===== src/hw/rtl/mirror_tile_matrix_unit_defines.svh =====
// assertion macros used by the mirror tile matrix back end
`ifndef MIRROR_TILE_MATRIX_UNIT_DEFINES_SVH
`define MIRROR_TILE_MATRIX_UNIT_DEFINES_SVH

`define MTM_ASSERT_ALWAYS(label, clk, rst, cond) \
   label: assert property (@(posedge clk) disable iff (rst) (cond)) \
      else $error("invariant violated");

`define MTM_ASSERT_IMPLIES(label, clk, rst, ante, cons) \
   label: assert property (@(posedge clk) disable iff (rst) (ante) |-> (cons)) \
      else $error("implication violated");

`define MTM_ASSERT_NEXT(label, clk, rst, ante, cons) \
   label: assert property (@(posedge clk) disable iff (rst) (ante) |=> (cons)) \
      else $error("next-cycle implication violated");

`endif


===== src/hw/rtl/mtm_pkg.sv =====
// types and constants of the mirror tile matrix unit
`default_nettype none

package mtm_pkg;

   localparam int MAX_ROWS   = 32;
   localparam int MAX_COLS   = 32;
   localparam int DATA_WIDTH = 64;

   localparam int FIELD_W   = 64;
   localparam int COORD_W   = 7;
   localparam int DIM_CFG_W = 6;
   localparam int DIM_W     = 9;
   localparam int RA_W      = (MAX_ROWS > 1) ? $clog2(MAX_ROWS) : 1;
   localparam int CA_W      = (MAX_COLS > 1) ? $clog2(MAX_COLS) : 1;
   localparam int MEM_DEPTH = MAX_ROWS * MAX_COLS;
   localparam int ADDR_W    = (MEM_DEPTH > 1) ? $clog2(MEM_DEPTH) : 1;

   localparam int CSR_IDX_W = 2;

   localparam int CMD_DEPTH = 4;
   localparam int CMD_PTR_W = $clog2(CMD_DEPTH);
   localparam int CMD_CNT_W = $clog2(CMD_DEPTH + 1);

   localparam int RSP_DEPTH = 4;
   localparam int RSP_PTR_W = $clog2(RSP_DEPTH);
   localparam int RSP_CNT_W = $clog2(RSP_DEPTH + 2);

   localparam logic OP_WRITE = 1'b0;
   localparam logic OP_READ  = 1'b1;

   typedef enum logic [CSR_IDX_W-1:0] {
      CSR_NUM_ROWS = 2'd0,
      CSR_NUM_COLS = 2'd1
   } csr_reg_type;

   typedef enum logic [1:0] {
      CMD_WRITE,
      CMD_READ,
      CMD_OOR
   } cmd_kind_type;

   typedef struct packed {
      cmd_kind_type          kind;
      logic [ADDR_W-1:0]     addr;
      logic [DATA_WIDTH-1:0] data;
   } cmd_type;

   typedef struct packed {
      logic    valid;
      cmd_type cmd;
   } cmd_head_type;

   typedef struct packed {
      logic [DATA_WIDTH-1:0] data;
      logic                  oor;
   } rsp_type;

endpackage

`default_nettype wire


===== src/hw/rtl/mtm_cmd_queue.sv =====
// short command queue between the front end and the back end
`default_nettype none

module mtm_cmd_queue
   import mtm_pkg::*;
(
   input  wire logic    clock,
   input  wire logic    reset,
   input  wire logic    push,
   input  wire cmd_type cmd_in,
   output logic         full,
   output cmd_head_type head,
   input  wire logic    pop
);

   cmd_type              entry_ff [CMD_DEPTH];
   logic [CMD_PTR_W-1:0] wr_ptr_ff, wr_ptr_in;
   logic [CMD_PTR_W-1:0] rd_ptr_ff, rd_ptr_in;
   logic [CMD_CNT_W-1:0] count_ff, count_in;
   logic                 do_push, do_pop;

   assign full       = (count_ff == CMD_CNT_W'(CMD_DEPTH));
   assign head.valid = (count_ff != '0);
   assign head.cmd   = entry_ff[rd_ptr_ff];

   always_comb begin
      do_push   = push && !full;
      do_pop    = pop && head.valid;
      wr_ptr_in = do_push ? wr_ptr_ff + CMD_PTR_W'(1) : wr_ptr_ff;
      rd_ptr_in = do_pop ? rd_ptr_ff + CMD_PTR_W'(1) : rd_ptr_ff;
      count_in  = count_ff + CMD_CNT_W'(do_push) - CMD_CNT_W'(do_pop);
   end

   always_ff @(posedge clock) begin
      if (reset) begin
         wr_ptr_ff <= '0;
         rd_ptr_ff <= '0;
         count_ff  <= '0;
      end else begin
         wr_ptr_ff <= wr_ptr_in;
         rd_ptr_ff <= rd_ptr_in;
         count_ff  <= count_in;
      end
   end

   always_ff @(posedge clock) begin
      if (do_push) begin
         entry_ff[wr_ptr_ff] <= cmd_in;
      end
   end

endmodule

`default_nettype wire


===== config.mk =====
export PLATFORM = sky130hd
export DESIGN_NAME = mtm_cmd_queue
export DESIGN_NICKNAME = d
export VERILOG_FILES = /design/src/hw/rtl/mirror_tile_matrix_unit_defines.svh /design/src/hw/rtl/mtm_pkg.sv /design/src/hw/rtl/mtm_cmd_queue.sv
export SDC_FILE = /design/constraint.sdc
export NUM_CORES = 1
export LEC_CHECK = 0
export BUFFER_PORTS_ARGS = -buffer_cell sky130_fd_sc_hd__buf_2
export CORE_MARGIN = 1.5
export CORE_UTILIZATION = 60
export DETAILED_ROUTE_END_ITERATION = 6
export MAX_ROUTING_LAYER = met4
export PLACE_DENSITY = 0.94
export REMOVE_ABC_BUFFERS = 1
export SYNTH_ARGS = -nofsm -noshare
export SYNTH_HDL_FRONTEND = slang
export SYNTH_SLANG_ARGS = --single-unit

===== constraint.sdc =====
create_clock -name clock -period 4.81 [get_ports clock]
set_input_delay 0.962 -clock clock [delete_from_list [all_inputs] [get_ports clock]]
set_output_delay 0.962 -clock clock [all_outputs]
set_load 0.03 [all_outputs]

==> impl_metrics.toml, run 1 <==
[outcome]
run_status = "complete, no violations"

[logic_synthesis]
synth_warnings = 0
synth_cells = 446
async_flop_share = 0
synth-seq-cells = 313
synthTopCellsByCount = "304 x edfxtp_1, 76 x mux4_2, 9 x dfxtp_1"
netlist_top_cells_area = "edfxtp_1 80%, mux4_2 15%, dfxtp_1 1.6%, buf_12 0.87%, ha_1 0.65%"
dominantRegCellSynth = "edfxtp_1"
synthAdderAreaFrac = 0.00829
synth_top_area_frac = 0.796
synthMuxAreaShare = 0.150
netlist.top_cell.by_area = "edfxtp_1"
ys_seq_area_frac = 0.811
syn_area_per_cell_sq_um = 25.7
synth_xor_area_frac = 0.00229
synth-compound-area-share = 0.00240
synth_edf_count = 304
ys_types = 26
syn-cell-area_sq_mm = 0.0115
yosys.area_share.simple = 0.00851
yosysMostFrequentCell = "edfxtp_1"
synth_top_family_by_area = "multiplexers"

[timing]
fin_crit_sh = 0.746
final-max-slew-violation-count = 0
relSlewSlack = 0.232
tightestPinTransition_ns = 1.15
max_freq_ghz = 0.279
layout_min_cycle_time_ns = 3.59
final.setup_skew_ns = 0.0169
hold_viol_final = 0
finalSetupViolCount = 0
rsz0062_at_grt = "false"

[global_routing]
track_usage = 0.213
grt_pass1_vias = 5557
grt_overflow_total = 0
grt_antenna_before_repair = 2
grt_max_degree = 77
grt_pass1_wl_mm = 30.9

[final_layout]
final_util = 0.714
drive_above_1_share = 0.438
stdcell_area_sq_mm = 0.0134
nets = 707
fill_cells = 1091
syn2layout_area_growth_pct = 16.4

[clocking]
tritoncts = "done"
post-cts-setup-buffer-count = 0
htree_levels = 1
postCtsResizedCells = 0
cts_root_buffer = "clkbuf_16"
clock-sinks = 313
clkSlewWorstSetupHoldPaths_ns = 0.06
cts_inserted_buffers = 30
ctsHoldBuffers = 0
clkLatencyLatePin_ns = 0.54
clk_path_buf_depth = 3

[place]
dpl-instance-area_sq_mm = 0.0124
io_buffers = 157
gp_congestion = 0.737
dp_hpwl_mm = 11.4

[routing]
final_antenna_net_count = 0
drt-initial-drc-count = 300
vias = 5191
avgViaCountPerCell = 5.91
wl_per_cell_um = 22.8
finalWirelength_mm = 20.0
first_pass_iters = 5
drc = 0

[floorplan]
coreArea_sq_mm = 0.0187
fp.dieW_um = 141
die_h_um = 141
fp.dieArea_sq_mm = 0.0200
initial_core_util = 0.613
top_level_ports = 158
rows = 50

[critical_path]
cp.arrival_ns = 2.62
endpoint_kind = "output pin"
required_ns = 3.85
path_class = "reg -> out"
worst_path_largest_cell_delay_ns = 0.84
slowest_stage = "dfxtp_4"
cp-start-kind = "register"
cp_max_fo = 37
crit_chain = "buf_4, mux4_2, buf_2"

[worst_hold_path]
hp-class = "reg -> reg"

[power_and_ir_drop]
cellLeakagePower_nw = 4.48
p_per_area_mw_per_mm2 = 573
ir_drop_mv = 0.425

[flow_run]
drv_cap = 0
## report_power, final
part	internal (mW)	leakage, nW	total [mW]	switching [mW]
sequential	3.32	2.86	3.52	0.205
combinational	0.746	1.18	1.93	1.18
clock	1.29	0.447	2.20	0.909
## flip-flops by register name, indices dropped and copies added, names as in the netlist, named ones only
register / count
rd_ptr_ff: 2
wr_ptr_ff: 2
entry_ff: 304
count_ff: 3
## layout make-up
cell class                      instances  area (sq um)  share of cell area
Multi-Input combinational cell        109          1980               0.148
Inverter                                6          22.5             0.00169
Tap cell                              234           293              0.0219
Clock buffer                           45           868              0.0650
Clock inverter                          8          65.1             0.00487
Sequential cell                       313          9320               0.697
Timing Repair Buffer                  160           808              0.0605
Antenna cell                            3          7.51            0.000562
## final timing paths
| kind | from | to | slack, ns | depth (start not counted) |
|---|---|---|---|---|
| max | register | head[11] | 1.22 | 3 |
| min | wr_ptr_ff[1] | wr_ptr_ff[1] | 0.53 | 2 |
| max reg2reg | count_ff[2] | count_ff[2] | 2.16 | 11 |
| min reg2reg | wr_ptr_ff[1] | wr_ptr_ff[1] | 0.53 | 2 |
## stage by stage
step | total power, mW | setup WS [ns] | TNS [ns] | instances | hold slack, ns
after CTS | 7.73 | 1.13 | 0 | 875 | 0.533
after detailed placement | 5.53 | 1.71 | 0 | 822 | 0.524
after global routing | 7.94 | 1.05 | 0 | 877 | 0.547
after global placement | 5.45 | 1.76 | 0 | 822 | 0.491
final | 7.65 | 1.22 | 0 | 878 | 0.528
after floorplan | 4.97 | -0.120 | -9.14 | 428 | 0.481
## critical path, delay by kind of cell (launching register included)
kind	cells	cell delay, ns
buffers and inverters	2	0.63
multiplexers	1	0.59
flip-flops	1	0.84
## routing by layer
metal,up-vias,global-route usage,share of wire
met1,2711,0.270,0.39
met4,0,0.0636,0.025
met3,37,0.0449,0.065
li1,2259,-,-
met5,-,-,0
met2,184,0.354,0.52
## placed cells by master (no fill, tap or decap), types with 2 or more instances in the layout
cell and n:
buf_2 157, dfxtp_4 2, and2_4 4, buf_4 3
dfxtp_1 7, edfxtp_1 304, mux4_2 76, clkbuf_8 4
clkbuf_16 31, clkinvlp_4 2, ha_1 6, xor2_1 2
diode_2 3, or3_1 2, inv_1 6, clkinv_1 4
nand2b_1 2, clkbuf_1 10, nor2_1 6
## logic make-up (layout without fill, tap and decap cells)
family	Yosys count	in the layout
AO/OA/AOI/OAI	4	4
XOR/XNOR	3	3
adder cells (fa/ha/maj)	7	7
buffers and inverters	24	219
flip-flops	313	313
multiplexers	77	77
other	0	3
AND/OR/NAND/NOR	18	18
Power figures use the tool's default switching activity.
==> run 2: changes to the inputs <==
CORE_UTILIZATION = 51   (was 60)
PLACE_DENSITY = 0.86   (was 0.94)
clock period = 3.05 ns   (was 4.81 ns; I/O delays follow)
==> impl_metrics.toml, run 2 (synthesis gave the netlist of run 1 again) <==
[routing]
final_antenna_net_count = 0
drt-initial-drc-count = 272
avgViaCountPerCell = 5.51
first_pass_iters = 6
finalWirelength_mm = 20.3
wl_per_cell_um = 21.8
drc = 11
vias = 5129

[critical_path]
worst_path_largest_cell_delay_ns = 0.57
slowest_stage = "mux4_2"
crit_chain = "buf_12, mux4_2, buf_2"
cp-start-kind = "register"
path_class = "reg -> out"
critPathTopFamily = "multiplexers"
cp_max_fo = 45
required_ns = 2.44
path_buf_inv = 2
cp.arrival_ns = 2.18
endpoint_kind = "output pin"

[final_layout]
mostFrequentLayoutCells = "304 x edfxtp_1, 157 x buf_2, 76 x mux4_2, 29 x clkbuf_16, 11 x clkinv_1"
top_register = "entry_ff"
stdcell_count = 931
nets = 712
stdcell_area_sq_mm = 0.0135
drive_above_1_share = 0.440
largest_reg_flops = 304
final_common_cell = "edfxtp_1"
syn2layout_area_growth_pct = 17.7
multi_input_area_sq_mm = 0.00198
reg_top3 = "entry_ff x304, count_ff x3"
fill_cells = 1479
layout.area.seq_sq_mm = 0.00932

[outcome]
violations = "DRC"
run_status = "finished, violations left"

[clocking]
clkSlewWorstSetupHoldPaths_ns = 0.06
cts_inserted_buffers = 29
post-cts-setup-buffer-count = 0
tritoncts = "done"
htree_levels = 1
clkLatencyLatePin_ns = 0.54
postCtsResizedCells = 0
clk_path_buf_depth = 3
ctsHoldBuffers = 0
cts_root_buffer = "clkbuf_16"
clock-sinks = 313

[place]
dpl-instance-area_sq_mm = 0.0126
place_worst_setup_slack_ns = 0.312
io_buffers = 157
gp_congestion = 0.728
dp_hpwl_mm = 12.3
placed_cells = 874

[timing]
rsz0062_at_grt = "false"
layout_min_cycle_time_ns = 2.79
max_freq_ghz = 0.358
hold_viol_final = 0
finalSetupViolCount = 0
final.setup_skew_ns = 0.0223
relSlewSlack = 0.659
fin_crit_sh = 0.915
setup_tns_ns = 0
final-max-slew-violation-count = 0
final.setup.worst_slack_ns = 0.260
tightestPinTransition_ns = 0.512

[floorplan]
initial_core_util = 0.523
coreArea_sq_mm = 0.0220
fp.dieArea_sq_mm = 0.0234
fp.dieW_um = 153
die_h_um = 153
rows = 54
top_level_ports = 158

[power_and_ir_drop]
ir_drop_mv = 0.717
cellLeakagePower_nw = 4.53
p_per_area_mw_per_mm2 = 888

[global_routing]
grt_overflow_total = 0
grt_antenna_before_repair = 3
track_usage = 0.183
grt_max_degree = 77
grt_pass1_wl_mm = 31.6
grt_pass1_vias = 5694

[worst_hold_path]
hp-class = "in -> reg"

[flow_run]
drv_cap = 0
## run 2: changes by cell type in the layout (fill, tap and decap cells not counted), sizes merged
| cell | change |
|---|---|
| clkinv | +11 |
| clkbuf | -10 |
| buf | +6 |
| clkinvlp | -2 |
| bufinv | +1 |
| inv | +1 |
## run 2: power breakdown
group	total (mW)	switching (mW)	internal (mW)
clock network	3.33	1.43	1.91
registers	5.40	0.177	5.22
logic	3.27	2.03	1.24
total	12.0	3.63	8.36
## run 2: metal layers
metal / vias up / wire (um) / global-route usage / part of all wire
met5: - / 0 / - / 0
met4: 0 / 381 / 0.0490 / 0.019
met3: 32 / 1340 / 0.0420 / 0.066
met2: 164 / 10800 / 0.316 / 0.53
met1: 2667 / 7800 / 0.218 / 0.38
li1: 2266 / - / - / -
## run 2: path summary, 6_finish.rpt
| kind | from | to | slack (ns) | depth (start not counted) |
|---|---|---|---|---|
| max | register | head[60] | 0.26 | 3 |
| min | cmd_in[31] | entry_ff[0][31] | 0.28 | 1 |
| max reg2reg | count_ff[2] | count_ff[2] | 0.42 | 11 |
| min reg2reg | rd_ptr_ff[0] | register | 0.54 | 2 |
## run 2: layout make-up
| type | count | area share |
|---|---|---|
| Timing Repair Buffer | 166 | 0.0697 |
| Inverter | 6 | 0.00167 |
| Sequential cell | 313 | 0.690 |
| Tap cell | 280 | 0.0260 |
| Clock buffer | 35 | 0.0554 |
| Antenna cell | 3 | 0.000556 |
| Multi-Input combinational cell | 109 | 0.147 |
| Clock inverter | 19 | 0.0100 |
## run 2: stage by stage
stage               utilization  power (mW)  hold WS (ns)
floorplan                     -        7.84         0.481
global placement          0.574        8.69         0.493
detailed placement        0.574        8.80         0.522
CTS                       0.614        12.1         0.262
global route              0.615        12.5         0.266
finish                    0.615        12.0         0.284
==> run 3: changes to the inputs <==
ABC_AREA = 1   (was default)
CORE_UTILIZATION = 52   (was 51)
PLACE_DENSITY = 0.87   (was 0.86)
==> impl_metrics.toml, run 3 <==
[timing]
holdWs_ns = 0.257
final.setup.worst_slack_ns = 0.227
final-max-slew-violation-count = 0
fin_crit_sh = 0.925
relSlewSlack = 0.573
max_freq_ghz = 0.354
rsz0062_at_grt = "false"
hold_viol_final = 0
final.setup_skew_ns = 0.0206
finalSetupViolCount = 0
tightestPinTransition_ns = 0.641
layout_min_cycle_time_ns = 2.82

[power_and_ir_drop]
p_comb_frac = 0.271
p_per_area_mw_per_mm2 = 876
pwr-share-seq = 0.444
ir_drop_mv = 0.600
swShare = 0.332
internal_power_mw = 8.09
switchingPower_mw = 4.01
cellLeakagePower_nw = 4.84
power.share.clock = 0.285

[global_routing]
track_usage = 0.203
grt_max_degree = 153
grt_antenna_before_repair = 3
grt_pass1_wl_mm = 36.4
grt_overflow_total = 0
grt_pass1_vias = 7129

[critical_path]
required_ns = 2.44
ff2ff_path_depth = 10
r2r_end = "count_ff[2]"
cp_max_fo = 26
r2r_slack_ns = 0.72
path_class = "reg -> out"
cp.arrival_ns = 2.21
rr_startpoint = "count_ff[1]"
cp-start-kind = "register"
endpoint_kind = "output pin"

[floorplan]
fp.dieArea_sq_mm = 0.0237
coreArea_sq_mm = 0.0225
rows = 55
die_h_um = 154
fp.dieW_um = 154
top_level_ports = 158
initial_core_util = 0.528

[logic_synthesis]
netlist.top_cell.by_area = "edfxtp_1"
netlist_top_cells_area = "edfxtp_1 77%, o21ai_0 6.3%, nor2_1 4.7%, o22ai_1 3.7%, dfxtp_1 1.5%"
synth_xor_area_frac = 0
synthMuxAreaShare = 0
yosysMostFrequentCell = "edfxtp_1"
yosys.area_share.simple = 0.0606
synthTopCellsByCount = "304 x edfxtp_1, 149 x nor2_1, 149 x o21ai_0"
dominantRegCellSynth = "edfxtp_1"
synth_top_area_frac = 0.769
synth_edf_count = 304
synthAdderAreaFrac = 0.00801
syn-cell-area_sq_mm = 0.0119
ys_seq_area_frac = 0.784
synth_top_family_by_area = "compound AO/OA/AOI/OAI gates"
synth_warnings = 0
synth-seq-cells = 313
async_flop_share = 0
synth_cells = 801
syn_area_per_cell_sq_um = 14.8
ys_types = 25
synth-compound-area-share = 0.110

[clocking]
clkLatencyLatePin_ns = 0.54
clkSlewWorstSetupHoldPaths_ns = 0.06
ctsHoldBuffers = 0
cts_inserted_buffers = 30
post-cts-setup-buffer-count = 0
tritoncts = "done"
postCtsResizedCells = 0
clock-sinks = 313
htree_levels = 1
cts_root_buffer = "clkbuf_16"
clk_path_buf_depth = 3

[flow_run]
drv_cap = 0

[routing]
drc = 0
avgViaCountPerCell = 5.59
finalWirelength_mm = 23.6
wl_per_cell_um = 18.6
drt-initial-drc-count = 563
final_antenna_net_count = 0
vias = 7085
first_pass_iters = 5

[final_layout]
nets = 1043
stdcell_count = 1268
final_common_cell = "edfxtp_1"
reg_top3 = "entry_ff x304, count_ff x3"
top_register = "entry_ff"
mostFrequentLayoutCells = "304 x edfxtp_1, 157 x buf_2, 149 x o21ai_0, 145 x nor2_1, 71 x o22ai_1"
drive_above_1_share = 0.248
syn2layout_area_growth_pct = 16.4
largest_reg_flops = 304

[place]
io_buffers = 157
placed_cells = 1209
place_worst_setup_slack_ns = 0.705
dp_hpwl_mm = 13.4
gp_congestion = 0.780

[worst_hold_path]
hold_depth = 2
holdPathEnd = "count_ff[1]"
hp-start = "reset"
hp-class = "in -> reg"

[outcome]
run_status = "complete, no violations"
## run 3: cells by family (layout without fill, tap and decap cells)
logic type / after synthesis / count (layout)
flip-flops: 313 / 313
AND/OR/NAND/NOR: 180 / 180
adder cells (fa/ha/maj): 7 / 7
AO/OA/AOI/OAI: 235 / 235
buffers and inverters: 66 / 245
other: 0 / 3
## run 3: worst max-delay path by stage
stage               depth (start not counted)     endpoint  startpoint  slack (ns)
global route                                4     head[37]    register        0.02
global placement                            9  count_ff[2]        push        0.74
finish                                      4     head[18]    register        0.23
CTS                                         4     head[18]    register        0.17
detailed placement                          9  count_ff[2]        push        0.70
floorplan                                   3     head[10]    register       -1.45
## run 3: cell type report
class	instances	area, sq um
flip-flops and latches	313	9310
repair buffers	172	986
fillers	1636	8680
inverters	17	71.3
well taps	285	357
clock buffers	44	845
diodes	3	7.51
clock inverters	12	86.3
multi-input cells	422	2150
## run 3: worst max-delay path: stages, from the launching register on
cell     delay [ns]
dfxtp_2        0.70
buf_4          0.37
o21ai_0        0.13
o22ai_1        0.23
buf_2          0.24
## run 3: metal layers
metal | vias up | GRT usage | share of wire
met2 | 242 | 0.350 | 0.51
met4 | 0 | 0.0559 | 0.022
li1 | 3318 | - | -
met3 | 37 | 0.0490 | 0.070
met1 | 3488 | 0.239 | 0.40
met5 | - | - | 0
## run 3: stage by stage
step / setup TNS (ns) / util / instance area [sq um] / power [mW]
floorplan: -524.48 / - / 11500 / 7.64
global placement: 0 / 0.572 / 12900 / 8.65
detailed placement: 0 / 0.572 / 12900 / 8.77
CTS: 0 / 0.614 / 13800 / 12.2
global route: 0 / 0.614 / 13800 / 12.6
finish: 0 / 0.614 / 13800 / 12.1
## run 3: power groups by stage
stage                     clock network [mW]  logic, mW  registers (mW)
after global routing                    3.68       3.52            5.41
after floorplan                            0       2.06            5.58
after detailed placement                   0       3.30            5.46
final                                   3.45       3.28            5.37
after CTS                               3.53       3.31            5.37
after global placement                     0       3.21            5.44
