[src/hw/rtl/mirror_tile_matrix_unit_defines.svh]
// assertion macros used by the mirror tile matrix back end
`ifndef MIRROR_TILE_MATRIX_UNIT_DEFINES_SVH
`define MIRROR_TILE_MATRIX_UNIT_DEFINES_SVH

`define MTM_ASSERT_ALWAYS(label, clk, rst, cond) \
   label: assert property (@(posedge clk) disable iff (rst) (cond)) \
      else $error("invariant violated");

`define MTM_ASSERT_IMPLIES(label, clk, rst, ante, cons) \
   label: assert property (@(posedge clk) disable iff (rst) (ante) |-> (cons)) \
      else $error("implication violated");

`define MTM_ASSERT_NEXT(label, clk, rst, ante, cons) \
   label: assert property (@(posedge clk) disable iff (rst) (ante) |=> (cons)) \
      else $error("next-cycle implication violated");

`endif

[src/hw/rtl/mtm_pkg.sv]
// types and constants of the mirror tile matrix unit
`default_nettype none

package mtm_pkg;

   localparam int MAX_ROWS   = 32;
   localparam int MAX_COLS   = 32;
   localparam int DATA_WIDTH = 64;

   localparam int FIELD_W   = 64;
   localparam int COORD_W   = 7;
   localparam int DIM_CFG_W = 6;
   localparam int DIM_W     = 9;
   localparam int RA_W      = (MAX_ROWS > 1) ? $clog2(MAX_ROWS) : 1;
   localparam int CA_W      = (MAX_COLS > 1) ? $clog2(MAX_COLS) : 1;
   localparam int MEM_DEPTH = MAX_ROWS * MAX_COLS;
   localparam int ADDR_W    = (MEM_DEPTH > 1) ? $clog2(MEM_DEPTH) : 1;

   localparam int CSR_IDX_W = 2;

   localparam int CMD_DEPTH = 4;
   localparam int CMD_PTR_W = $clog2(CMD_DEPTH);
   localparam int CMD_CNT_W = $clog2(CMD_DEPTH + 1);

   localparam int RSP_DEPTH = 4;
   localparam int RSP_PTR_W = $clog2(RSP_DEPTH);
   localparam int RSP_CNT_W = $clog2(RSP_DEPTH + 2);

   localparam logic OP_WRITE = 1'b0;
   localparam logic OP_READ  = 1'b1;

   typedef enum logic [CSR_IDX_W-1:0] {
      CSR_NUM_ROWS = 2'd0,
      CSR_NUM_COLS = 2'd1
   } csr_reg_type;

   typedef enum logic [1:0] {
      CMD_WRITE,
      CMD_READ,
      CMD_OOR
   } cmd_kind_type;

   typedef struct packed {
      cmd_kind_type          kind;
      logic [ADDR_W-1:0]     addr;
      logic [DATA_WIDTH-1:0] data;
   } cmd_type;

   typedef struct packed {
      logic    valid;
      cmd_type cmd;
   } cmd_head_type;

   typedef struct packed {
      logic [DATA_WIDTH-1:0] data;
      logic                  oor;
   } rsp_type;

endpackage

`default_nettype wire

[src/hw/rtl/mtm_front.sv]
// front end: config registers, range checks and mirror folding of coordinates
`default_nettype none

module mtm_front
   import mtm_pkg::*;
(
   input  wire logic                 clock,
   input  wire logic                 reset,
   input  wire logic                 csr_valid,
   output logic                      csr_ready,
   input  wire logic [CSR_IDX_W-1:0] csr_index,
   input  wire logic [DIM_CFG_W-1:0] csr_data,
   input  wire logic                 req_push,
   output logic                      req_full,
   input  wire logic                 req_opcode,
   input  wire logic [COORD_W-1:0]   req_row,
   input  wire logic [COORD_W-1:0]   req_col,
   input  wire logic [FIELD_W-1:0]   req_element_value,
   input  wire logic                 q_full,
   output logic                      q_push,
   output cmd_type                   q_cmd
);

   logic [DIM_CFG_W-1:0] num_rows_ff, num_rows_in;
   logic [DIM_CFG_W-1:0] num_cols_ff, num_cols_in;
   logic [DIM_W-1:0]     m_eff, n_eff;
   logic [DIM_W-1:0]     r_ext, c_ext;
   logic [DIM_W-1:0]     sr_full, sc_full;
   logic [RA_W-1:0]      sr;
   logic [CA_W-1:0]      sc;
   logic                 wr_in_range, rd_in_range;
   logic                 accept;

   function automatic logic [DIM_W-1:0] fold(input logic [DIM_W-1:0] p,
                                             input logic [DIM_W-1:0] size);
      logic [DIM_W-1:0] size2;
      logic [DIM_W-1:0] size3;
      size2 = size << 1;
      size3 = size2 + size;
      if (p < size) begin
         fold = size - p - DIM_W'(1);
      end else if (p < size2) begin
         fold = p - size;
      end else begin
         fold = size3 - p - DIM_W'(1);
      end
   endfunction

   assign csr_ready = 1'b1;

   always_comb begin
      num_rows_in = num_rows_ff;
      num_cols_in = num_cols_ff;
      if (csr_valid) begin
         unique case (csr_index)
            CSR_NUM_ROWS: num_rows_in = csr_data;
            CSR_NUM_COLS: num_cols_in = csr_data;
            default: ;
         endcase
      end
   end

   always_ff @(posedge clock) begin
      if (reset) begin
         num_rows_ff <= '0;
         num_cols_ff <= '0;
      end else begin
         num_rows_ff <= num_rows_in;
         num_cols_ff <= num_cols_in;
      end
   end

   always_comb begin
      m_eff = (DIM_W'(num_rows_ff) > DIM_W'(MAX_ROWS)) ? DIM_W'(MAX_ROWS)
                                                      : DIM_W'(num_rows_ff);
      n_eff = (DIM_W'(num_cols_ff) > DIM_W'(MAX_COLS)) ? DIM_W'(MAX_COLS)
                                                      : DIM_W'(num_cols_ff);
      r_ext = DIM_W'(req_row);
      c_ext = DIM_W'(req_col);
      wr_in_range = (r_ext < m_eff) && (c_ext < n_eff);
      rd_in_range = (m_eff != '0) && (n_eff != '0)
                    && (r_ext < (m_eff + (m_eff << 1)))
                    && (c_ext < (n_eff + (n_eff << 1)));
      sr_full = fold(r_ext, m_eff);
      sc_full = fold(c_ext, n_eff);
      sr = sr_full[RA_W-1:0];
      sc = sc_full[CA_W-1:0];
   end

   assign req_full = q_full;
   assign accept   = req_push && !q_full;

   always_comb begin
      q_cmd.data = req_element_value[DATA_WIDTH-1:0];
      if (req_opcode == OP_WRITE) begin
         q_cmd.kind = CMD_WRITE;
         q_cmd.addr = ADDR_W'(req_row) * ADDR_W'(MAX_COLS) + ADDR_W'(req_col);
         q_push     = accept && wr_in_range;
      end else begin
         q_cmd.kind = rd_in_range ? CMD_READ : CMD_OOR;
         q_cmd.addr = ADDR_W'(sr) * ADDR_W'(MAX_COLS) + ADDR_W'(sc);
         q_push     = accept;
      end
   end

endmodule

`default_nettype wire

[config.mk]
export PLATFORM = sky130hd
export DESIGN_NAME = mtm_front
export DESIGN_NICKNAME = d
export VERILOG_FILES = /design/src/hw/rtl/mirror_tile_matrix_unit_defines.svh /design/src/hw/rtl/mtm_pkg.sv /design/src/hw/rtl/mtm_front.sv
export SDC_FILE = /design/constraint.sdc
export NUM_CORES = 1
export LEC_CHECK = 0
export ABC_CLOCK_PERIOD_IN_PS = 5350
export BUFFER_PORTS_ARGS = -buffer_cell sky130_fd_sc_hd__buf_2
export CAP_MARGIN = 0
export CORE_ASPECT_RATIO = 1.1
export CORE_MARGIN = 10
export CORE_UTILIZATION = 37
export CTS_CLUSTER_DIAMETER = 50
export DETAILED_ROUTE_END_ITERATION = 8
export GPL_TIMING_DRIVEN = 0
export PLACE_DENSITY = 0.69
export RECOVER_POWER = 100
export SLEW_MARGIN = 20
export SYNTH_ARGS = -nofsm -noshare
export SYNTH_HDL_FRONTEND = slang
export SYNTH_SLANG_ARGS = --single-unit
[constraint.sdc]
create_clock -name clock -period 5.35 [get_ports clock]
set_clock_uncertainty 0.1 [all_clocks]
set_input_delay 0.535 -clock clock [delete_from_list [all_inputs] [get_ports clock]]
set_output_delay 0.535 -clock clock [all_outputs]
set_load 0.02 [all_outputs]
==> results of run 1 <==
## layer usage
layer,wire (um),share of wire [%],track usage [%]
met1,3850,41,15.6
met2,4620,49,26.4
met5,0,0,0
met4,21,0.23,1.63
met3,835,9.0,4.36
## cells by family (layout without fill, tap and decap cells)
logic type | after synthesis | after routing
adder cells (fa/ha/maj) | 65 | 65
XOR/XNOR | 25 | 25
flip-flops | 12 | 12
AO/OA/AOI/OAI | 79 | 79
multiplexers | 18 | 18
buffers and inverters | 97 | 205
AND/OR/NAND/NOR | 80 | 80
other | 1 | 1
## flip-flops by register name, indices dropped and copies added (netlist names)
name / flops
num_rows_ff: 6
num_cols_ff: 6
## worst max path at each step
stage	startpoint	to	slack [ns]
floorplan	num_cols_ff[5]	q_cmd[75]	1.88
global placement	num_cols_ff[5]	q_cmd[75]	1.46
detailed placement	num_cols_ff[5]	q_cmd[74]	1.45
CTS	num_cols_ff[5]	q_cmd[74]	1.18
global route	num_cols_ff[5]	q_cmd[74]	0.76
finish	num_cols_ff[5]	q_cmd[74]	1.16
## final cells by class
| cell class | count | share of cell area, % |
|---|---|---|
| Sequential cell | 12 | 6.58 |
| Multi-Input combinational cell | 268 | 60.1 |
| Clock buffer | 3 | 1.13 |
| Tap cell | 108 | 3.70 |
| Buffer | 69 | 13.9 |
| Inverter | 28 | 2.88 |
| Timing Repair Buffer | 105 | 11.7 |
## placed cells by master (no fill, tap or decap), types with 7 or more instances in the layout
cell      synthesis  routed
dfxtp_1          12      12
inv_1            27      27
a21oi_1          27      27
nand2_1          11      11
nor2b_1           7       7
fa_1              7       7
mux2i_1          18      18
xor2_1           10      10
buf_4            66      66
xnor2_1          15      15
nor2_1           35      35
buf_2             2      28
ha_1             58      58
o21ai_0          10      11
a21o_1           14      14
clkbuf_1          1      80
## worst max-delay path: stages, from the launching register on
cell	delay (ns)
dfxtp_1	0.41
inv_1	0.16
nand2_1	0.18
inv_1	0.16
ha_1	0.26
fa_1	0.46
a21o_1	0.17
a21oi_1	0.22
xnor2_1	0.15
ha_1	0.26
a21oi_1	0.14
a21boi_0	0.10
o22ai_1	0.19
and3_1	0.20
clkbuf_1	0.25
## Yosys cell counts (all sizes together) (2+ instances only)
master   count
o21ai       11
or4          2
nor4         2
xor2        10
buf         68
or2          2
o211ai       2
nor2        35
a21oi       27
a21o        14
and3         3
a31oi        3
nor3b        2
xnor2       15
ha          58
nand2       12
a31o         2
a211oi       4
dfxtp       12
nor3         4
mux2i       18
nand2b       4
nor2b        7
fa           7
inv         27
o2111ai      3
## report_power, final
part,switching [mW],internal (mW)
Sequential,0.00232,0.0927
Clock,0.0310,0.0494
Combinational,0.185,0.131
Total,0.218,0.273
==> flow_summary.ini, run 1 <==
[floorplanning]
start_util_pct = 38.2
die_h_um = 115
rows = 34
core_um2 = 8000
dieArea_um2 = 12300
ios = 171
die_x_um = 107

[yosys]
synth_ff_type = dfxtp_1
avgSynthCellArea_um2 = 8.11
syn-num-nets = 534
synth_top_family_by_area = adder cells
synth_async_sr_flop_share_pct = 0
postSynthCellCount = 377
synth-warning-count = 0
synth.top_cell.area_share_pct = 23.7
ys_ff_latch = 12
synth-simple-area-share_pct = 13.2
post_synth_fa_ha_maj_area_fraction_pct = 28.3
ys_seq_area_share_pct = 7.86
synth-xor-area-share_pct = 7.16
syn-cell-area_um2 = 3060
synth.largest_area_cell = ha_1
synth_cell_types = 54
synth_compound_area_share_pct = 17.3
synthMuxAreaShare_pct = 5.89
synth_edf_count = 0
synth.area.top_cells = ha_1, buf_4, dfxtp_1, mux2i_1, fa_1

[setup_path]
cp_max_fo = 7
arrival_ns = 3.55
cp-end-kind = output port
critical_path_class = flip-flop to output port
crit_required_ns = 4.72
r2r-end = num_rows_ff[5]
regToRegStartpoint = num_rows_ff[5]
reg2reg_slack_ns = 4.31
ff2ff_path_depth = 4
worstSetupStartpointType = flip-flop

[detailed_routing]
wirelength_mm = 9.33
drt_iter0_markers = 73
drt-pass1-iter-count = 4
ant_nets = 0
remaining_drc_errors = 0
vias = 2883
vias_per_cell = 4.86
wl_per_cell_um = 15.7

[finish]
regArea_um2 = 240
multi_input_area_um2 = 2190
diodes = 0
drive_gt1_share_pct = 21.6
final_area_um2 = 3650
final_nets = 644
final_core_util_pct = 45.7
fillers = 857
stdcell_count = 593
synthToLayoutAreaGrowth_pct = 19.4

[power]
power_density_nw_per_um2 = 134
ir_worst_vdd_v = 0.000149
power_leakage_nw = 1.91
power_mw = 0.491

[global_route]
grt_antenna_before_repair = 0
grt_overflow = 0
track_usage_pct = 14.1
grt_max_degree = 11
grt_pass1_vias = 2909
grt_pass1_wl_mm = 14.7

[timing]
setup_tns_ns = 0
setup_viol = 0
finalCritPeriodShare_pct = 78.3
max_freq_ghz = 0.239
slew_violations = 0
rsz0062_at_grt = no
slew_headroom_pct = 24.6
min_period_ns = 4.19
tightestPinTransition_ns = 1.13
timing.final.ws_setup_ns = 1.16
hold_slack_ns = 0.377
hold_violations = 0

[worst_hold_path]
hold_path_depth = 2
min_from = reset
whs_endpoint = num_cols_ff[2]
hold_path.class = input port to flip-flop

[cts]
clk_path_buf_depth = 2
root_buffer = clkbuf_8
cts_tree = done
insertion_delay_ns = 0.24
cts_resized = 0
htreeDepth = 1
cts_sinks = 12
postCtsSetupBuffers = 0
cts_hold_buf = 0
clkTransAtPathRegs_ns = 0.05
cts-buffers-inserted = 3

[placement]
gp_congestion = 0.943
io_buffers = 105
placed_cell_area_um2 = 3720
dpl.hpwl_mm = 8.39
dp.cells = 590
pre_cts_slack_ns = 1.45

[job]
maxCapViolations = 0

[status]
status = finished, final reports clean
(Power assumes the default switching activity.)
==> inputs of run 2 (changes only) <==
ABC_AREA = 1   (was not set)
ABC_CLOCK_PERIOD_IN_PS = 3400   (was 5350)
PLACE_DENSITY = 0.71   (was 0.69)
clock period = 3.4 ns   (was 5.35 ns; I/O delays follow)
==> run 2 against run 1 <==
Against the previous run: combinational power rose by 91%; sequential cell count unchanged; sequential power grew 61%; die area rose by 4.5%; critical path depth grew 3; design area rose by 13%; wire length up 0.82%; synthesized area increased by 5.5%; via count rose by 11%; total power is 79% higher; first-iteration DRC count is 41% higher; largest power group unchanged.
==> flow_summary.ini, run 2 <==
[yosys]
ys_seq_area_share_pct = 7.45
syn-cell-area_um2 = 3230
synth-simple-area-share_pct = 22.7
synth_async_sr_flop_share_pct = 0
yosysMostFrequentCell = nand2_1
synth_ff_type = dfxtp_1
synth.largest_area_cell = ha_1
postSynthCellCount = 453
synth_compound_area_share_pct = 13.7
synth_cell_types = 42
syn-num-nets = 610
synth_top_family_by_area = adder cells
post_synth_fa_ha_maj_area_fraction_pct = 26.8
synth.area.top_cells = ha_1, buf_4, nand2_1, dfxtp_1, a21oi_1
synth-warning-count = 0
synth.top_cell.area_share_pct = 22.5
ys_ff_latch = 12
avgSynthCellArea_um2 = 7.12
synthMuxAreaShare_pct = 0.621
synth-xor-area-share_pct = 6.25
synth_edf_count = 0
synth_common_cells = nand2_1, buf_4, ha_1

[power]
power_mw = 0.881
p_seq_share_pct = 17.3
ir_worst_vdd_v = 0.000204
power_leakage_nw = 2.10
switching_share_pct = 46.1
power.share.clock_pct = 14.4
p_int_mw = 0.475
p_switching_mw = 0.406
power_frac_comb_pct = 68.2
power_density_nw_per_um2 = 213

[finish]
diodes = 0
final_cell_mix = buf_4, clkbuf_1, nand2_1
final_nets = 731
synthToLayoutAreaGrowth_pct = 28.0
reg_top3 = num_cols_ff: 6 flops, num_rows_ff: 6 flops
final_common_cell = buf_4
drive_gt1_share_pct = 32.7

[global_route]
grt_max_degree = 11
grt_pass1_wl_mm = 14.7
grt_overflow = 0
track_usage_pct = 13.3
grt_pass1_vias = 3365
grt_antenna_before_repair = 1

[detailed_routing]
vias_per_cell = 4.67
drt_iter0_markers = 103
remaining_drc_errors = 0
wl_per_cell_um = 13.8
drt-pass1-iter-count = 4
wirelength_mm = 9.40
ant_nets = 0
vias = 3191

[floorplanning]
die_h_um = 118
die_x_um = 109
core_um2 = 8450
rows = 35
ios = 171
start_util_pct = 38.2
dieArea_um2 = 12900

[setup_path]
worstSetupStartpointType = flip-flop
crit_family = adder cells
cp_max_fo = 3
arrival_ns = 2.88
crit_required_ns = 2.96
cpPeakStageDelay_ns = 0.35
critical_path_class = flip-flop to output port
worstPathBufferInverterCount = 2
slowest_stage = dfxtp_2
cp-end-kind = output port
path_cells = nor2_4 -> nand3_2 -> nand2_4 -> nand2_2 -> inv_2 -> ha_4 -> fa_2 -> nand3_2 -> nand2_2 -> xor2_1 -> ha_1 -> a21oi_2 -> nor2_1 -> a21oi_1 -> nand4_1 -> nor3_2 -> buf_4

[cts]
cts_tree = done
htreeDepth = 1
insertion_delay_ns = 0.24
clkTransAtPathRegs_ns = 0.05
cts_hold_buf = 0
clk_path_buf_depth = 2
root_buffer = clkbuf_8
cts-buffers-inserted = 3
cts_sinks = 12

[placement]
gp_congestion = 0.902
io_buffers = 105
dpl.hpwl_mm = 8.00
pre_cts_slack_ns = -0.0735

[timing]
min_period_ns = 3.32
slew_headroom_pct = 60.4
hold_violations = 0
slew_violations = 0
rsz0062_at_grt = yes
tightestPinTransition_ns = 0.594
max_freq_ghz = 0.301
setup_viol = 0
timing.final.ws_setup_ns = 0.0797
finalCritPeriodShare_pct = 97.7

[job]
maxCapViolations = 0

[status]
status = finished, final reports clean

[worst_hold_path]
hold_path.class = input port to flip-flop
==> run 2: timing repair <==
action	in CTS	in global routing
buffers inserted	10	1
endpoints found under the setup margin	6	6
resized for setup	24	35
pin swaps	10	15
cloned	0	0
endpoints found under the hold margin	0	0
==> run 2: worst register-to-register path, stage by stage, from the launching register on <==
cell and delay [ns]:
dfxtp_1 0.32, buf_6 0.16, inv_1 0.10, a211oi_1 0.22
==> run 2: path summary, 6_finish.rpt <==
| path | slack (ns) | startpoint | cells past startpoint | end |
|---|---|---|---|---|
| max | 0.08 | num_rows_ff[3] | 17 | q_cmd[74] |
| min | 0.20 | reset | 2 | num_cols_ff[1] |
| max reg2reg | 2.42 | num_cols_ff[5] | 3 | num_cols_ff[5] |
| min reg2reg | 0.38 | num_rows_ff[1] | 2 | num_rows_ff[1] |
==> run 2: per-layer routing <==
metal | wire length, um | global-route usage (%) | vias up
met5 | 13 | 0 | -
met4 | 165 | 3.80 | 2
met3 | 852 | 3.40 | 15
met2 | 4520 | 23.6 | 115
met1 | 3850 | 14.9 | 1397
li1 | - | - | 1662
==> run 2: metrics by stage <==
stage	util, %	hold WS (ns)	setup TNS [ns]	instances	instance area (um^2)
final	48.9	0.196	0	683	4130
after global routing	48.9	0.218	-0.226	683	4130
after detailed placement	46.0	0.381	-0.0735	669	3890
after global placement	46.0	0.379	-0.0557	669	3890
after floorplan	-	0.318	0	453	3230
after CTS	48.1	0.190	0	682	4070
==> run 2: cell type report <==
cell class                 instances  area [um^2]
sequential                        12          250
tap                              111          139
multi-input combinational        320         2440
inverter                          47          181
timing repair buffer             116          537
fill                             870         4320
clock buffer                       3         41.3
buffer                            74          543
==> run 2: cell families (layout without fill, tap and decap cells) <==
kind of cell    count (synthesis)  in the layout
compound gates                 67             67
xor+xnor                       23             23
fa+ha+maj                      65             65
buf+inv                       121            240
flops                          12             12
mux                             2              2
other cells                     1              1
simple gates                  162            162
==> run 2: power groups by stage <==
stage / clock network [mW] / registers, mW / logic (mW)
after floorplan: 0 / 0.153 / 0.428
after global placement: 0 / 0.154 / 0.566
after detailed placement: 0 / 0.154 / 0.578
after CTS: 0.129 / 0.152 / 0.591
after global routing: 0.132 / 0.153 / 0.671
final: 0.127 / 0.153 / 0.601
==> inputs of run 3 (changes only) <==
ABC_CLOCK_PERIOD_IN_PS = 3700   (was 3400)
PLACE_DENSITY = 0.68   (was 0.71)
clock period = 3.7 ns   (was 3.4 ns; I/O delays follow)
==> run 3 against run 2 <==
Against the previous run: via count decreased by 0.38%; sequential share of layout area increased by 0.22 points; critical path type unchanged; utilization decreased by 2.2 points; design area decreased by 4.5%; count of clock-buffer cells in the layout increased by 1.
==> flow_summary.ini, run 3 (synthesized netlist as in run 2, its figures left out) <==
[global_route]
grt_antenna_before_repair = 0
grt_pass1_wl_mm = 14.5
grt_max_degree = 11
grt_pass1_vias = 3179
track_usage_pct = 13.0
grt_overflow = 0

[power]
p_int_mw = 0.444
switching_share_pct = 45.2
power.share.clock_pct = 17.4
ir_worst_vdd_v = 0.000187
power_density_nw_per_um2 = 205
power_leakage_nw = 2.04
p_seq_share_pct = 17.3
power_frac_comb_pct = 65.3
p_switching_mw = 0.366

[finish]
reg_top3 = num_cols_ff: 6 flops, num_rows_ff: 6 flops
diodes = 0
drive_gt1_share_pct = 29.1
final_nets = 722
final_cell_mix = clkbuf_1, buf_4, nand2_1
synthToLayoutAreaGrowth_pct = 22.3
stdcell_count = 675
final_core_util_pct = 46.7

[setup_path]
crit_path_start = num_rows_ff[5]
endpoint = q_cmd[74]
ff2ff_path_depth = 3
crit_required_ns = 3.23
r2r-end = num_cols_ff[5]
cpPeakStageDelay_ns = 0.38
critical_path_class = flip-flop to output port
worstSetupStartpointType = flip-flop
slowest_stage = dfxtp_2
reg2reg_slack_ns = 2.73
cp_max_fo = 6
regToRegStartpoint = num_cols_ff[5]
arrival_ns = 2.99
path_cells = inv_2 -> nand2_2 -> inv_2 -> ha_2 -> fa_2 -> nand3_2 -> nand2_2 -> xor2_1 -> ha_1 -> a21oi_2 -> nor2_1 -> a21oi_1 -> nand4_1 -> nor3_2 -> clkbuf_2
cp-end-kind = output port

[floorplanning]
rows = 35
die_h_um = 118
dieArea_um2 = 12900
die_x_um = 109
ios = 171
core_um2 = 8450
start_util_pct = 38.2

[detailed_routing]
vias_per_cell = 4.71
remaining_drc_errors = 0
vias = 3179
drt-pass1-iter-count = 4
drt_iter0_markers = 85
wl_per_cell_um = 13.7
ant_nets = 0
wirelength_mm = 9.22

[placement]
dpl.hpwl_mm = 8.09
dp.cells = 669
io_buffers = 105
gp_congestion = 0.895

[cts]
cts-buffers-inserted = 3
cts_sinks = 12
clk_path_buf_depth = 2
cts_tree = done
root_buffer = clkbuf_8
htreeDepth = 1
clkTransAtPathRegs_ns = 0.05
insertion_delay_ns = 0.24

[job]
maxCapViolations = 0

[status]
status = finished, final reports clean

[timing]
slew_headroom_pct = 58.5
hold_violations = 0
setup_tns_ns = 0
tightestPinTransition_ns = 0.623
finalCritPeriodShare_pct = 93.6
slew_violations = 0
setup_viol = 0
max_freq_ghz = 0.289
min_period_ns = 3.46

[worst_hold_path]
hold_path.class = input port to flip-flop
-- run 3: changes by cell type in the layout (fill, tap and decap cells not counted), moves of 2 or more --
cell / previous run / this run
a21oi_1: 29 / 33
nor2_4: 3 / 0
nand2_2: 9 / 11
buf_4: 82 / 71
nor2_1: 29 / 31
ha_1: 53 / 56
clkbuf_2: 0 / 2
ha_4: 4 / 1
inv_4: 2 / 0
a21oi_2: 8 / 4
nand2_4: 5 / 2
-- run 3: worst min-delay path by stage --
stage,startpoint,end,slack (ns),depth (start not counted)
3_5_place_dp,num_rows_ff[1],num_rows_ff[1],0.38,2
5_1_grt,reset,num_cols_ff[1],0.22,2
6_report,reset,num_cols_ff[1],0.22,2
4_1_cts,reset,num_cols_ff[1],0.21,2
2_1_floorplan,reset,num_cols_ff[1],0.35,1
3_3_place_gp,num_cols_ff[2],num_cols_ff[2],0.38,2
-- run 3: stage by stage --
| step | instance area [um^2] | setup WS [ns] | total power [mW] | hold slack, ns |
|---|---|---|---|---|
| after floorplan | 3230 | 0.436 | 0.535 | 0.348 |
| after global placement | 3890 | 0.201 | 0.663 | 0.379 |
| after detailed placement | 3890 | 0.144 | 0.675 | 0.379 |
| after CTS | 3950 | 0.0260 | 0.819 | 0.214 |
| after global routing | 3940 | -0.0468 | 0.880 | 0.223 |
| final | 3940 | 0.237 | 0.810 | 0.220 |
-- run 3: layout make-up --
class                      instances  area [um^2]
sequential                        12          248
multi-input combinational        320         2320
timing repair buffer             107          458
fill                             902         4510
buffer                            74          543
clock buffer                       4         55.1
tap                              111          139
inverter                          47          176
-- run 3: critical path: cells and delay by family, from the launching register on --
kind	cells	cell delay, ns
compound gates	2	0.27
xor+xnor	1	0.15
fa+ha+maj	3	0.91
buf+inv	3	0.39
flops	1	0.38
simple gates	6	0.65
-- run 3: layer usage --
metal,routed length [um],vias to the layer above,share of wire [%],track usage (%)
met5,0,-,0,0
met1,3810,1396,41,14.9
met2,4400,128,48,22.6
met3,944,6,10,4.49
li1,-,1649,-,-
met4,61,0,0.66,2.39
-- run 3: what timing repair did --
action / CTS / global route
setup endpoints to repair: 2 / 5
hold endpoints to repair: 0 / 0
gates resized for setup: 3 / 25
setup buffers: 0 / 2
hold buffers: 0 / 0
pin swaps: 0 / 8
-- run 3: power groups by stage --
stage	clock network [mW]	logic [mW]	registers, mW
2_1_floorplan	0	0.394	0.141
3_3_place_gp	0	0.521	0.142
3_5_place_dp	0	0.533	0.142
4_1_cts	0.144	0.536	0.139
5_1_grt	0.148	0.592	0.141
6_report	0.141	0.528	0.140
